--- src/sv/hbp_pkg.sv ---
// hbp_pkg: shared types and constants for the horizon bar placer.
// Used by hbp_front, hbp_queue, hbp_back and horizon_bar_placer_core.
// No dependencies.
package hbp_pkg;

	localparam int HBP_BAR_LEVELS   = 9;
	localparam int HBP_COL_SPAN     = 4;
	localparam int HBP_COLS         = 2 * HBP_COL_SPAN + 1;
	localparam int HBP_Y_MAX        = 81;
	localparam int HBP_PITCH_BIAS   = 4 * HBP_BAR_LEVELS + 5;
	localparam int HBP_PITCH_SCALE  = 25;
	localparam int HBP_ROLL_SHIFT   = 6;
	localparam int HBP_DIV_STEPS    = 5;
	localparam int HBP_DIV9_MUL     = 57;
	localparam int HBP_DIV9_SHIFT   = 9;
	localparam int HBP_QUEUE_DEPTH  = 4;

	localparam int HBP_CFG_IDX_W  = 3;
	localparam int HBP_CFG_DATA_W = 7;

	localparam logic [HBP_CFG_IDX_W-1:0] HBP_CFG_MAX_PITCH  = 3'd0;
	localparam logic [HBP_CFG_IDX_W-1:0] HBP_CFG_MAX_ROLL   = 3'd1;
	localparam logic [HBP_CFG_IDX_W-1:0] HBP_CFG_INVERT     = 3'd2;
	localparam logic [HBP_CFG_IDX_W-1:0] HBP_CFG_CENTER_COL = 3'd3;
	localparam logic [HBP_CFG_IDX_W-1:0] HBP_CFG_CENTER_ROW = 3'd4;

	localparam logic [6:0] HBP_RST_MAX_PITCH = 7'd20;
	localparam logic [6:0] HBP_RST_MAX_ROLL  = 7'd40;

	typedef struct packed {
		logic signed [11:0] roll_angle;
		logic signed [11:0] pitch_angle;
	} hbp_in_t;

	typedef struct packed {
		logic signed [7:0] screen_col;
		logic [5:0]        screen_row;
		logic [3:0]        bar_level;
		logic              last_bar;
	} hbp_out_t;

	typedef struct packed {
		logic [6:0] max_pitch_deg;
		logic [6:0] max_roll_deg;
		logic       invert_mode;
		logic [5:0] center_col;
		logic [4:0] center_row;
	} hbp_cfg_t;

	// clamped roll and negated, biased pitch (16..66)
	typedef struct packed {
		logic signed [11:0] roll;
		logic [6:0]         pofs;
	} hbp_cmd_t;

	typedef enum logic [1:0] {
		HBP_FS_IDLE,
		HBP_FS_DIV,
		HBP_FS_PUSH
	} hbp_front_state_t;

endpackage

--- src/sv/hbp_front.sv ---
// hbp_front: request holding register, invert and clamp, iterative pitch scaling.
// Produces one hbp_cmd_t per request for the column sequencer.
// Depends on hbp_pkg.
module hbp_front (
	input  logic              clk,
	input  logic              arst_n,
	input  logic              in_valid,
	output logic              in_stall,
	input  hbp_pkg::hbp_in_t  in_req,
	input  hbp_pkg::hbp_cfg_t cfg,
	output logic              cmd_valid,
	input  logic              cmd_stall,
	output hbp_pkg::hbp_cmd_t cmd
);

	hbp_pkg::hbp_front_state_t state_q, state_nxt;

	logic             hold_v_q;
	hbp_pkg::hbp_in_t hold_req_q;
	logic             take;

	logic [2:0]         cnt_q;
	logic [14:0]        rem_q;
	logic [4:0]         quo_q;
	logic               neg_q;
	logic signed [11:0] roll_q;

	logic [10:0]        lim_r, lim_p;
	logic signed [12:0] roll_i, pitch_i, roll_c, pitch_c, pitch_abs;
	logic [14:0]        prod25;
	logic [15:0]        dvs, trial;
	logic               ge;

	function automatic logic signed [12:0] clamp13(input logic signed [12:0] v,
		input logic [10:0] lim);
		logic signed [12:0] l;
		l = $signed({2'b00, lim});
		if (v > l)
			return l;
		else if (v < -l)
			return -l;
		else
			return v;
	endfunction

	assign take     = hold_v_q && (state_q == hbp_pkg::HBP_FS_IDLE);
	assign in_stall = hold_v_q && !take;

	always_ff @(posedge clk or negedge arst_n) begin
		if (!arst_n) begin
			hold_v_q <= 1'b0;
		end else if (in_valid && !in_stall) begin
			hold_v_q <= 1'b1;
		end else if (take) begin
			hold_v_q <= 1'b0;
		end
	end

	always_ff @(posedge clk) begin
		if (in_valid && !in_stall) begin
			hold_req_q <= in_req;
		end
	end

	// lim = deg * 10
	assign lim_r = {1'b0, cfg.max_roll_deg, 3'b000} + {3'b000, cfg.max_roll_deg, 1'b0};
	assign lim_p = {1'b0, cfg.max_pitch_deg, 3'b000} + {3'b000, cfg.max_pitch_deg, 1'b0};

	always_comb begin
		roll_i  = {hold_req_q.roll_angle[11], hold_req_q.roll_angle};
		pitch_i = {hold_req_q.pitch_angle[11], hold_req_q.pitch_angle};
		if (cfg.invert_mode) begin
			roll_i  = -roll_i;
			pitch_i = -pitch_i;
		end
		roll_c    = clamp13(roll_i, lim_r);
		pitch_c   = clamp13(pitch_i, lim_p);
		pitch_abs = pitch_c[12] ? -pitch_c : pitch_c;
		prod25    = 15'(pitch_abs[10:0]) * 15'(hbp_pkg::HBP_PITCH_SCALE);
	end

	// restoring divide, one quotient bit per cycle, MSB first
	assign dvs   = {5'b00000, lim_p} << cnt_q;
	assign trial = {1'b0, rem_q} - dvs;
	assign ge    = !trial[15];

	always_ff @(posedge clk or negedge arst_n) begin
		if (!arst_n) begin
			state_q <= hbp_pkg::HBP_FS_IDLE;
		end else begin
			state_q <= state_nxt;
		end
	end

	always_comb begin
		state_nxt = state_q;
		cmd_valid = 1'b0;
		unique case (state_q)
			hbp_pkg::HBP_FS_IDLE: begin
				if (take) begin
					state_nxt = (lim_p == '0) ? hbp_pkg::HBP_FS_PUSH : hbp_pkg::HBP_FS_DIV;
				end
			end
			hbp_pkg::HBP_FS_DIV: begin
				if (cnt_q == '0) begin
					state_nxt = hbp_pkg::HBP_FS_PUSH;
				end
			end
			hbp_pkg::HBP_FS_PUSH: begin
				cmd_valid = 1'b1;
				if (!cmd_stall) begin
					state_nxt = hbp_pkg::HBP_FS_IDLE;
				end
			end
			default: begin
				state_nxt = hbp_pkg::HBP_FS_IDLE;
			end
		endcase
	end

	always_ff @(posedge clk) begin
		if (take) begin
			roll_q <= roll_c[11:0];
			rem_q  <= prod25;
			quo_q  <= '0;
			neg_q  <= pitch_c[12];
			cnt_q  <= 3'(hbp_pkg::HBP_DIV_STEPS - 1);
		end else if (state_q == hbp_pkg::HBP_FS_DIV) begin
			if (ge) begin
				rem_q <= trial[14:0];
			end
			quo_q <= {quo_q[3:0], ge};
			cnt_q <= cnt_q - 3'd1;
		end
	end

	always_comb begin
		cmd.roll = roll_q;
		cmd.pofs = neg_q ? 7'(hbp_pkg::HBP_PITCH_BIAS) + {2'b00, quo_q}
		                 : 7'(hbp_pkg::HBP_PITCH_BIAS) - {2'b00, quo_q};
	end

endmodule

--- src/sv/hbp_queue.sv ---
// hbp_queue: small FIFO of hbp_cmd_t between front and back.
// Depends on hbp_pkg. DEPTH must be at least 2.
module hbp_queue #(
	parameter int DEPTH = hbp_pkg::HBP_QUEUE_DEPTH
) (
	input  logic              clk,
	input  logic              arst_n,
	input  logic              wr_valid,
	output logic              wr_stall,
	input  hbp_pkg::hbp_cmd_t wr_cmd,
	output logic              rd_valid,
	input  logic              rd_take,
	output hbp_pkg::hbp_cmd_t rd_cmd
);

	localparam int AW = $clog2(DEPTH);
	localparam int CW = $clog2(DEPTH + 1);

	hbp_pkg::hbp_cmd_t mem_q [DEPTH];
	logic [AW-1:0]     wr_ptr_q, rd_ptr_q;
	logic [CW-1:0]     cnt_q;
	logic              push, pop;

	assign wr_stall = (cnt_q == CW'(DEPTH));
	assign rd_valid = (cnt_q != '0);
	assign push     = wr_valid && !wr_stall;
	assign pop      = rd_take && rd_valid;
	assign rd_cmd   = mem_q[rd_ptr_q];

	always_ff @(posedge clk or negedge arst_n) begin
		if (!arst_n) begin
			wr_ptr_q <= '0;
			rd_ptr_q <= '0;
			cnt_q    <= '0;
		end else begin
			if (push) begin
				wr_ptr_q <= (wr_ptr_q == AW'(DEPTH - 1)) ? '0 : wr_ptr_q + AW'(1);
			end
			if (pop) begin
				rd_ptr_q <= (rd_ptr_q == AW'(DEPTH - 1)) ? '0 : rd_ptr_q + AW'(1);
			end
			if (push && !pop) begin
				cnt_q <= cnt_q + CW'(1);
			end else if (pop && !push) begin
				cnt_q <= cnt_q - CW'(1);
			end
		end
	end

	always_ff @(posedge clk) begin
		if (push) begin
			mem_q[wr_ptr_q] <= wr_cmd;
		end
	end

endmodule

--- src/sv/hbp_back.sv ---
// hbp_back: column sequencer, one column offset per cycle while the output is not
// stalled, then row/level split and output register. Depends on hbp_pkg.
module hbp_back (
	input  logic              clk,
	input  logic              arst_n,
	input  hbp_pkg::hbp_cfg_t cfg,
	input  logic              cmd_valid,
	output logic              cmd_take,
	input  hbp_pkg::hbp_cmd_t cmd,
	output logic              out_valid,
	input  logic              out_stall,
	output hbp_pkg::hbp_out_t out_req
);

	localparam logic [3:0] LAST_COL = 4'(hbp_pkg::HBP_COLS - 1);

	logic               active_q;
	logic [3:0]         col_q;
	logic signed [11:0] roll_q;
	logic [6:0]         pofs_q;

	logic               v_s1, last_s1;
	logic [6:0]         y_s1;
	logic signed [7:0]  scol_s1;

	logic              out_valid_q;
	hbp_pkg::hbp_out_t out_q;

	logic               en, adv, done, load;
	logic signed [3:0]  nx, nx_next;
	logic signed [8:0]  y_cur, y_next;
	logic               vis_cur, vis_next, last_cur;
	logic [7:0]         scol;

	logic [12:0] prod9;
	logic [3:0]  quo9;
	logic [6:0]  lvl;

	function automatic logic signed [8:0] col_y(input logic signed [11:0] roll,
		input logic signed [3:0] nxv, input logic [6:0] pofs);
		logic signed [15:0] t;
		logic signed [15:0] tb;
		logic signed [15:0] q;
		t  = roll * nxv;
		tb = t + (t[15] ? 16'((1 << hbp_pkg::HBP_ROLL_SHIFT) - 1) : 16'sd0);
		q  = tb >>> hbp_pkg::HBP_ROLL_SHIFT;
		return q[8:0] + $signed({2'b00, pofs});
	endfunction

	function automatic logic y_vis(input logic signed [8:0] y);
		return !y[8] && (y <= 9'sd0 + 9'(hbp_pkg::HBP_Y_MAX));
	endfunction

	assign en       = !out_valid_q || !out_stall;
	assign adv      = en && active_q;
	assign done     = adv && (col_q == LAST_COL);
	assign load     = cmd_valid && (!active_q || done);
	assign cmd_take = load;

	// nx = -x, x = col - span
	assign nx      = $signed(4'(hbp_pkg::HBP_COL_SPAN) - col_q);
	assign nx_next = nx - 4'sd1;
	assign y_cur   = col_y(roll_q, nx, pofs_q);
	assign y_next  = col_y(roll_q, nx_next, pofs_q);
	assign vis_cur  = y_vis(y_cur);
	assign vis_next = y_vis(y_next);
	// y is monotone in x, so visible columns are contiguous
	assign last_cur = vis_cur && ((col_q == LAST_COL) || !vis_next);
	assign scol     = {2'b00, cfg.center_col} + {4'b0000, col_q} - 8'(hbp_pkg::HBP_COL_SPAN);

	always_ff @(posedge clk or negedge arst_n) begin
		if (!arst_n) begin
			active_q <= 1'b0;
			col_q    <= '0;
		end else begin
			if (load) begin
				active_q <= 1'b1;
				col_q    <= '0;
			end else begin
				if (done) begin
					active_q <= 1'b0;
				end
				if (adv) begin
					col_q <= col_q + 4'd1;
				end
			end
		end
	end

	always_ff @(posedge clk) begin
		if (load) begin
			roll_q <= cmd.roll;
			pofs_q <= cmd.pofs;
		end
	end

	always_ff @(posedge clk or negedge arst_n) begin
		if (!arst_n) begin
			v_s1        <= 1'b0;
			out_valid_q <= 1'b0;
		end else if (en) begin
			v_s1        <= adv && vis_cur;
			out_valid_q <= v_s1;
		end
	end

	always_ff @(posedge clk) begin
		if (en) begin
			y_s1    <= y_cur[6:0];
			last_s1 <= last_cur;
			scol_s1 <= $signed(scol);
		end
	end

	// y / 9 by reciprocal multiply, exact for y <= 81
	assign prod9 = {6'b000000, y_s1} * 13'(hbp_pkg::HBP_DIV9_MUL);
	assign quo9  = 4'(prod9 >> hbp_pkg::HBP_DIV9_SHIFT);
	assign lvl   = y_s1 - 7'({3'b000, quo9} * 7'(hbp_pkg::HBP_BAR_LEVELS));

	always_ff @(posedge clk) begin
		if (en) begin
			out_q.screen_col <= scol_s1;
			out_q.screen_row <= {1'b0, cfg.center_row} + {2'b00, quo9};
			out_q.bar_level  <= lvl[3:0];
			out_q.last_bar   <= last_s1;
		end
	end

	assign out_valid = out_valid_q;
	assign out_req   = out_q;

endmodule

--- src/sv/horizon_bar_placer_core.sv ---
// horizon_bar_placer_core: top level of the horizon bar placer.
// The front clamps and scales each request in its 5-step divider (skipped with zero pitch
// limit); its holding register takes the next request while the divider is busy.
// The column sequencer walks the nine columns of a request, giving at most one result per
// cycle while the output is not stalled, and can load the next queued request on its last column.
// Reset: arst_n clears all control state; registers return to pitch 20, roll 40, rest 0.
// Depends on hbp_pkg, hbp_front, hbp_queue, hbp_back.
module horizon_bar_placer_core #(
	parameter int QUEUE_DEPTH = hbp_pkg::HBP_QUEUE_DEPTH
) (
	input  logic                                clk,
	input  logic                                arst_n,
	input  logic                                in_valid,
	output logic                                in_stall,
	input  hbp_pkg::hbp_in_t                    in_req,
	output logic                                out_valid,
	input  logic                                out_stall,
	output hbp_pkg::hbp_out_t                   out_req,
	input  logic                                cfg_we,
	input  logic [hbp_pkg::HBP_CFG_IDX_W-1:0]   cfg_index,
	input  logic [hbp_pkg::HBP_CFG_DATA_W-1:0]  cfg_data
);

	hbp_pkg::hbp_cfg_t cfg_q;
	hbp_pkg::hbp_cmd_t f_cmd, q_cmd;
	logic              f_valid, f_stall, q_valid, q_take;

	always_ff @(posedge clk or negedge arst_n) begin
		if (!arst_n) begin
			cfg_q.max_pitch_deg <= hbp_pkg::HBP_RST_MAX_PITCH;
			cfg_q.max_roll_deg  <= hbp_pkg::HBP_RST_MAX_ROLL;
			cfg_q.invert_mode   <= 1'b0;
			cfg_q.center_col    <= '0;
			cfg_q.center_row    <= '0;
		end else if (cfg_we) begin
			unique case (cfg_index)
				hbp_pkg::HBP_CFG_MAX_PITCH:  cfg_q.max_pitch_deg <= cfg_data[6:0];
				hbp_pkg::HBP_CFG_MAX_ROLL:   cfg_q.max_roll_deg  <= cfg_data[6:0];
				hbp_pkg::HBP_CFG_INVERT:     cfg_q.invert_mode   <= cfg_data[0];
				hbp_pkg::HBP_CFG_CENTER_COL: cfg_q.center_col    <= cfg_data[5:0];
				hbp_pkg::HBP_CFG_CENTER_ROW: cfg_q.center_row    <= cfg_data[4:0];
				default: begin
				end
			endcase
		end
	end

	hbp_front u_front (
		.clk       (clk),
		.arst_n    (arst_n),
		.in_valid  (in_valid),
		.in_stall  (in_stall),
		.in_req    (in_req),
		.cfg       (cfg_q),
		.cmd_valid (f_valid),
		.cmd_stall (f_stall),
		.cmd       (f_cmd)
	);

	hbp_queue #(
		.DEPTH (QUEUE_DEPTH)
	) u_queue (
		.clk      (clk),
		.arst_n   (arst_n),
		.wr_valid (f_valid),
		.wr_stall (f_stall),
		.wr_cmd   (f_cmd),
		.rd_valid (q_valid),
		.rd_take  (q_take),
		.rd_cmd   (q_cmd)
	);

	hbp_back u_back (
		.clk       (clk),
		.arst_n    (arst_n),
		.cfg       (cfg_q),
		.cmd_valid (q_valid),
		.cmd_take  (q_take),
		.cmd       (q_cmd),
		.out_valid (out_valid),
		.out_stall (out_stall),
		.out_req   (out_req)
	);

	a_level_range: assert property (@(posedge clk) disable iff (!arst_n)
		out_valid |-> (out_req.bar_level < 4'(hbp_pkg::HBP_BAR_LEVELS)))
		else $error("bar level out of range");

	a_row_range: assert property (@(posedge clk) disable iff (!arst_n)
		out_valid |-> (out_req.screen_row >= {1'b0, cfg_q.center_row}) &&
			(out_req.screen_row <= {1'b0, cfg_q.center_row} + 6'd9))
		else $error("screen row outside bar span");

	a_queue_take: assert property (@(posedge clk) disable iff (!arst_n)
		!q_valid |-> !q_take)
		else $error("sequencer took from empty queue");

endmodule

--- config.mk ---
export PLATFORM = sky130hd
export DESIGN_NAME = horizon_bar_placer_core
export DESIGN_NICKNAME = d
export VERILOG_FILES = /design/src/sv/hbp_pkg.sv /design/src/sv/hbp_front.sv /design/src/sv/hbp_queue.sv /design/src/sv/hbp_back.sv /design/src/sv/horizon_bar_placer_core.sv
export SDC_FILE = /design/constraint.sdc
export NUM_CORES = 1
export LEC_CHECK = 0
export BUFFER_PORTS_ARGS = -buffer_cell sky130_fd_sc_hd__buf_2
export CAP_MARGIN = 20
export CORE_ASPECT_RATIO = 0.75
export CORE_MARGIN = 2
export CORE_UTILIZATION = 64
export CTS_CLUSTER_SIZE = 40
export DETAILED_ROUTE_END_ITERATION = 10
export HOLD_SLACK_MARGIN = 0.08
export PLACE_DENSITY_LB_ADDON = 0.05
export SETUP_SLACK_MARGIN = 0.15
export SYNTH_ARGS = -nofsm -noshare
export SYNTH_HDL_FRONTEND = slang
export SYNTH_SLANG_ARGS = --single-unit
--- constraint.sdc ---
create_clock -name clk -period 9.9 [get_ports clk]
set_input_delay 1.98 -clock clk [delete_from_list [all_inputs] [get_ports clk]]
set_output_delay 1.98 -clock clk [all_outputs]
set_load 0.005 [all_outputs]
### Word level (Yosys, flattened, before mapping)

Memories as Yosys holds them, arrays and structs flattened. A register that Yosys moved wholly into a read port is not among the register bits.
Cells that the tools add are included.

| storage, ports and cells | value |
|---|---|
| memories kept | 1 |
| input port bits | 39 |
| latch bits | 0 |
| register bits after elaboration | 138 |
| output and inout bits | 21 |
| memory bits (read-only) | 0 |
| RAM bits | 76 |

Memory list:

| name | words | bits a word | rd ports | clocked after Yosys merged registers in | wr ports | line | text |
|---|---|---|---|---|---|---|---|
| u_queue.mem_q | 4 | 19 | 1 | 1 | 1 | hbp_queue.sv:19 | `hbp_pkg::hbp_cmd_t mem_q [DEPTH];` |

| operators by class | value |
|---|---|
| add/subtract/negate cells | 26 |
| shifts and indexed selects | 1 |
| reductions and logical operators | 46 |
| magnitude comparators | 6 |
| multiply operators | 5 |
| divide/modulo/power cells | 0 |
| muxes and demuxes | 31 |
| eq/ne operators | 14 |
| bitwise operators | 0 |

Operators by type and width:

| kind | number |
|---|---|
| $mux 13 | 4 |
| $mux 15 | 3 |
| $mul 12x4->16 | 2 |
| $add 15x15->15 | 2 |
| $gt 13x12->1 | 2 |
| $lt 13x13->1 | 2 |
| $neg 11->13 | 2 |
| $neg 12->13 | 2 |
| $add 10x8->11 | 2 |
| $mux 11 | 2 |
| $add 9x7->9 | 2 |
| $le 9x8->1 const B | 2 |
| $shl 11x3->16 | 1 |
| $sub 15x16->16 | 1 |
| $mul 11x5->15 const B | 1 |
| $logic_and 1x1->1 | 14 |
| $mul 7x6->13 const B | 1 |
| $logic_not 1->1 | 12 |
| $mux 12 | 1 |
| $mux 2 | 6 |
| $mux 6 | 2 |
| $reduce_and 2->1 | 6 |
| $logic_not 11->1 | 1 |
| $neg 11->11 | 1 |
| 32 further kinds | 55 |

### Logic depth before layout (Yosys ltp)

| logic depth | value |
|---|---|
| depth after elaboration | 11 |
| depth in mapped cells | 39 |

### By module

From an unflattened synthesis, not the netlist that was laid out.

| second synthesis, totals | value |
|---|---|
| cell total of the unflattened synthesis | 1828 |
| area total of the unflattened synthesis | 19424.9 um2 |

By module, submodules not included:

| module | times used | area an instance (um2) | cells each |
|---|---|---|---|
| hbp_back | 1 | 7838.8 | 788 |
| hbp_front | 1 | 7352.1 | 846 |
| hbp_queue | 1 | 3215.6 | 136 |
| horizon_bar_placer_core | 1 | 1018.5 | 58 |

### Worst setup path before layout

No wires, ideal clock.

| timing | value |
|---|---|
| kind | register to register |
| from | reg cfg_q[19] in the netlist's numbering |
| to | reg u_front.rem_q[14] (data pin) |
| slack | 2.208 ns |
| path buffers | 2 |
| cell stages (with the launch flop) | 36 |
| setup time | 0.277 ns |
| arrival | 7.415 ns |
| cell sequence | dfrtp_1 ha_1 fa_1 a21o_1 a21oi_1 xor2_1 and3_1 nand3_2 xnor2_1 ha_1 o21a_1 o21ai_0 a31o_2 nor2_1 clkbuf_1 clkbuf_1 a21oi_1 a31oi_1 inv_1 ha_1 and2_1 a21oi_1 xnor2_1 ha_1 ha_1 fa_1 ha_1 a21oi_1 o21bai_1 a21oi_1 o21ai_0 nand3_1 nand2_1 xnor2_1 nand2_1 o31ai_1 |

| between the ends | value |
|---|---|
| word-level cells in the longest chain between the ends | 9 |
| elaborated cells on any way between the ends | 14 |

RTL lines:

| element | line | text |
|---|---|---|
| start, declared | horizon_bar_placer_core.sv:24 | `hbp_pkg::hbp_cfg_t cfg_q;` |
| $add 10x8->11 * | hbp_front.sv:67 | `assign lim_p = {1'b0, cfg.max_pitch_deg, 3'b000} + {3'b000, cfg.max_pitch_deg, 1'b0};` |
| $neg 11->13 | hbp_front.sv:40, hbp_front.sv:41 |  |
| $lt 13x13->1 | hbp_front.sv:40 | `else if (v < -l)` |
| $mux 13 | hbp_front.sv:40 |  |
| $mux 13 | hbp_front.sv:38 | `if (v > l)` |
| $neg 11->11 | hbp_front.sv:78 | `pitch_abs = pitch_c[12] ? -pitch_c : pitch_c;` |
| $mux 11 | hbp_front.sv:78 |  |
| $mul 11x5->15 | hbp_front.sv:79 | `prod25 = 15'(pitch_abs[10:0]) * 15'(hbp_pkg::HBP_PITCH_SCALE);` |
| $mux 15 * | hbp_front.sv:122 | `if (take) begin` |
| end signal, assigned | hbp_front.sv:124 | `rem_q <= prod25;` |
| end signal, assigned | hbp_front.sv:130 | `rem_q <= trial[14:0];` |
| end, declared | hbp_front.sv:23 | `logic [14:0] rem_q;` |

Mark *: on every way between the ends. The rest lies on a longest branch, timed or not. The select of a mux whose other input is x is not followed.
A chain may end at the register's enable or synchronous reset.

### Final worst setup path

| timing | value |
|---|---|
| from | reg u_back.col_q[0] |
| to | reg u_back.last_s1 (data pin) |

| between the ends | value |
|---|---|
| word-level cells in the longest chain between the ends | 11 |
| elaborated cells on any way between the ends | 20 |

RTL lines:

| element | line | text |
|---|---|---|
| start, declared | hbp_back.sv:18 | `logic [3:0] col_q;` |
| start signal, assigned | hbp_back.sv:84 | `col_q <= col_q + 4'd1;` |
| $sub 3x4->4 | hbp_back.sv:61 | `assign nx = $signed(4'(hbp_pkg::HBP_COL_SPAN) - col_q);` |
| $sub 4x2->4 | hbp_back.sv:62 | `assign nx_next = nx - 4'sd1;` |
| $mul 12x4->16 | hbp_back.sv:44 | `t = roll * nxv;` |
| $mux 6 | hbp_back.sv:45 | `tb = t + (t[15] ? 16'((1 << hbp_pkg::HBP_ROLL_SHIFT) - 1) : 16'sd0);` |
| $add 15x15->15 | hbp_back.sv:45 |  |
| $add 9x7->9 | hbp_back.sv:47 | `return q[8:0] + $signed({2'b00, pofs});` |
| $le 9x8->1 or $logic_not 1->1 (tied branches) | hbp_back.sv:51 | `return !y[8] && (y <= 9'sd0 + 9'(hbp_pkg::HBP_Y_MAX));` |
| $logic_and 1x1->1 | hbp_back.sv:51 |  |
| $logic_not 1->1 | hbp_back.sv:68 | `assign last_cur = vis_cur && ((col_q == LAST_COL) \|\| !vis_next);` |
| $logic_or 1x1->1 | hbp_back.sv:68 |  |
| $logic_and 1x1->1 * | hbp_back.sv:68 |  |
| named net u_back.last_cur | hbp_back.sv:32 | `logic vis_cur, vis_next, last_cur;` |
| end signal, assigned | hbp_back.sv:110 | `last_s1 <= last_cur;` |
| end, declared | hbp_back.sv:22 | `logic v_s1, last_s1;` |

Mark *: on every way through the listed nets, which the timed path passes. The rest lies on a longest branch.

==> results_dict.tcl <==
set metrics [dict create \
    worstHoldPathType "flip-flop to flip-flop" \
    cts_tree "yes" \
    slowest_stage "xor2_1" \
    ys_seq_area_share_pct 35.85 \
    outcome "complete, no violations" \
    seq_area_mm2 0.006676 \
    period_needed_ns 8.835 \
    cts_hold_buffers 0 \
    cts_htree_levels 1 \
    synth_most_common_cell "ha_1" \
    final_cells 2224 \
    cts_buffers 24 \
    endpoint_kind "flip-flop" \
    ys_warn_count 0 \
    fin_ws_ns 1.065 \
    cpPeakStageDelay_ns 0.64 \
    grt_pass1_wl_um 66330 \
    wire_per_inst_um 18.15 \
    yosys-top-cells-area "edfxtp_1 (29%), ha_1 (16%), fa_1 (7.8%), dfrtp_1 (5.2%), xnor2_1 (4.8%)" \
    drv.max_cap_violation_count 0 \
    worstPathArrival_ns 9.20 \
    start_util_pct 64.55 \
    vias 13070 \
    grt_usage_pct 27.32 \
    syn_area_per_cell_um2 10.64 \
    fin_skew_ns 0.01490 \
    cts.sinks 232 \
    finalSetupViolCount 0 \
    drc 0 \
    grt_antenna_before_repair 1 \
    synth_cell_types 81 \
    cts-resized-gates 0 \
    placed_area_mm2 0.01937 \
    relSlewSlack_pct 31.97 \
    grt_pass1_vias 12670 \
    port_buffers 59 \
    place.detailed.hpwl_um 31230 \
    slew_violations 0 \
    synth_top_cells_by_count "ha_1 (234), edfxtp_1 (181), inv_1 (136)" \
    syn_nets 2097 \
    postLayoutCellArea_mm2 0.02017 \
    clock.fmax_mhz 113.2 \
    die_w_um 201.0 \
    clockBufferDepth 3 \
    multi_input_area_mm2 0.01129 \
    synth_edf_count 181 \
    via_per_inst 5.877 \
    coreArea_mm2 0.02885 \
    syn_area_mm2 0.01862 \
    critPathKind "flip-flop to flip-flop" \
    post-place-ws_ns 1.159 \
    fillers 2197 \
    die_area_mm2 0.03049 \
    fin_crit_sh_pct 89.25 \
    syn2layout_area_growth_pct 8.324 \
    tns_ns 0 \
    synth_top_cell_area_share_pct 29.19 \
    clk_latency_ns 0.53 \
    dp_cells 2178 \
    startpoint_type "flip-flop" \
    postCtsSetupRepairBufs 0 \
    drive_above_1_share_pct 10.70 \
    synth_top_area_cell "edfxtp_1" \
    synthArstFlopShare_pct 18.53 \
    synthFlopType "edfxtp_1" \
    firstDrtPassIters 5 \
    tightest_slew_ns 1.020 \
    final_nets 2159 \
    die_h_um 151.7 \
    overflow 0 \
    postRouteWirelength_um 40360 \
    place.gp.congestion 0.9242 \
    grt_max_degree 44 \
    pin_count 60 \
    critPathRequiredTime_ns 10.26 \
    rsz0062_at_grt "false" \
    crit_fanout 27 \
    ys_ff_latch 232 \
    final_antenna_net_count 0 \
    synthCells 1751 \
    hold_viol_final 0 \
    num_rows 54 \
    root_buffer "clkbuf_16" \
    drt_iter0_drc 1039 \
    clk_pin_slew_ns 0.07 \
]
cell usage in the layout, fill, tap and decap left out, drive strengths merged, types with 59 or more instances in the layout:
master	synthesis	routed
nand2	128	128
fa	73	73
ha	234	234
xor2	59	59
edfxtp	181	181
nor2	111	111
inv	138	138
o21ai	92	92
buf	8	73
a21oi	96	96
xnor2	104	104
kinds of logic (layout without fill, tap and decap cells):
logic type / after synthesis / after routing / synth area share, %
and+or+nand+nor: 467 / 467 / 12.50
adders and majority gates: 307 / 307 / 23.57
muxes: 68 / 68 / 5.133
AOI/OAI and AO/OA: 338 / 338 / 11.63
xor gates and xnor gates: 163 / 163 / 7.706
other: 0 / 1 / 0
DFF: 232 / 232 / 35.85
buffers and inverters: 176 / 256 / 3.615
per-stage QoR:
| step | util, % | hold slack [ns] |
|---|---|---|
| finish | 69.92 | 0.4175 |
| global route | 69.92 | 0.4263 |
| CTS | 69.85 | 0.4184 |
| detailed placement | 67.14 | 0.4045 |
| global placement | 67.14 | 0.4086 |
| floorplan | - | 0.4003 |
sequential cells by signal (all words and copies together) (netlist names), 4 cells and up:
register	flops
cfg_q	26
u_back.col_q	4
u_back.out_req	19
u_back.pofs_q	7
u_back.roll_q	12
u_back.scol_s1	8
u_back.y_s1	7
u_front.hold_req_q	24
u_front.quo_q	5
u_front.rem_q	14
u_front.roll_q	12
u_queue.mem_q	76
worst paths after layout:
| path | from | end | slack (ns) | depth (start not counted) |
|---|---|---|---|---|
| min | u_back.scol_s1[7] | u_back.out_req[18] | 0.42 | 0 |
| max in group asynchronous | arst_n | cfg_q[21] | 8.03 | 2 |
| max | u_back.col_q[0] | u_back.last_s1 | 1.06 | 37 |
| max reg2reg | u_back.col_q[0] | u_back.last_s1 | 1.06 | 37 |
| min in group asynchronous | arst_n | cfg_q[13] | 1.31 | 1 |
| min reg2reg | u_back.scol_s1[7] | u_back.out_req[18] | 0.42 | 0 |
layer usage:
layer  track usage (%)  wire length (µm)  up-vias
met4             5.481               667        0
met5                 0                 0        -
met3             4.341              2386       40
met1             40.85             19690     6333
li1                  -                 -     6364
met2             42.44             17620      334
worst max-delay path: cells and delay by family, from the launching register on:
kind | cells | cell delay [ns]
adder cells (fa/ha/maj) | 8 | 2.88
AO/OA/AOI/OAI | 9 | 1.71
AND/OR/NAND/NOR | 9 | 1.50
XOR/XNOR | 5 | 1.42
buffers and inverters | 5 | 0.72
flip-flops | 1 | 0.32
multiplexers | 1 | 0.09
cell type report:
| type | count | share of cell area, % |
|---|---|---|
| well taps | 392 | 2.431 |
| clock buffers | 31 | 3.207 |
| diodes | 1 | 0.01240 |
| flip-flops and latches | 232 | 33.10 |
| inverters | 139 | 2.586 |
| clock inverters | 13 | 0.6636 |
| multi-input cells | 1343 | 55.96 |
| repair buffers | 73 | 2.047 |
Power is left out: the tool's default activity adds up to more than one toggle a clock period on the data nets, which glitch-free logic cannot reach.
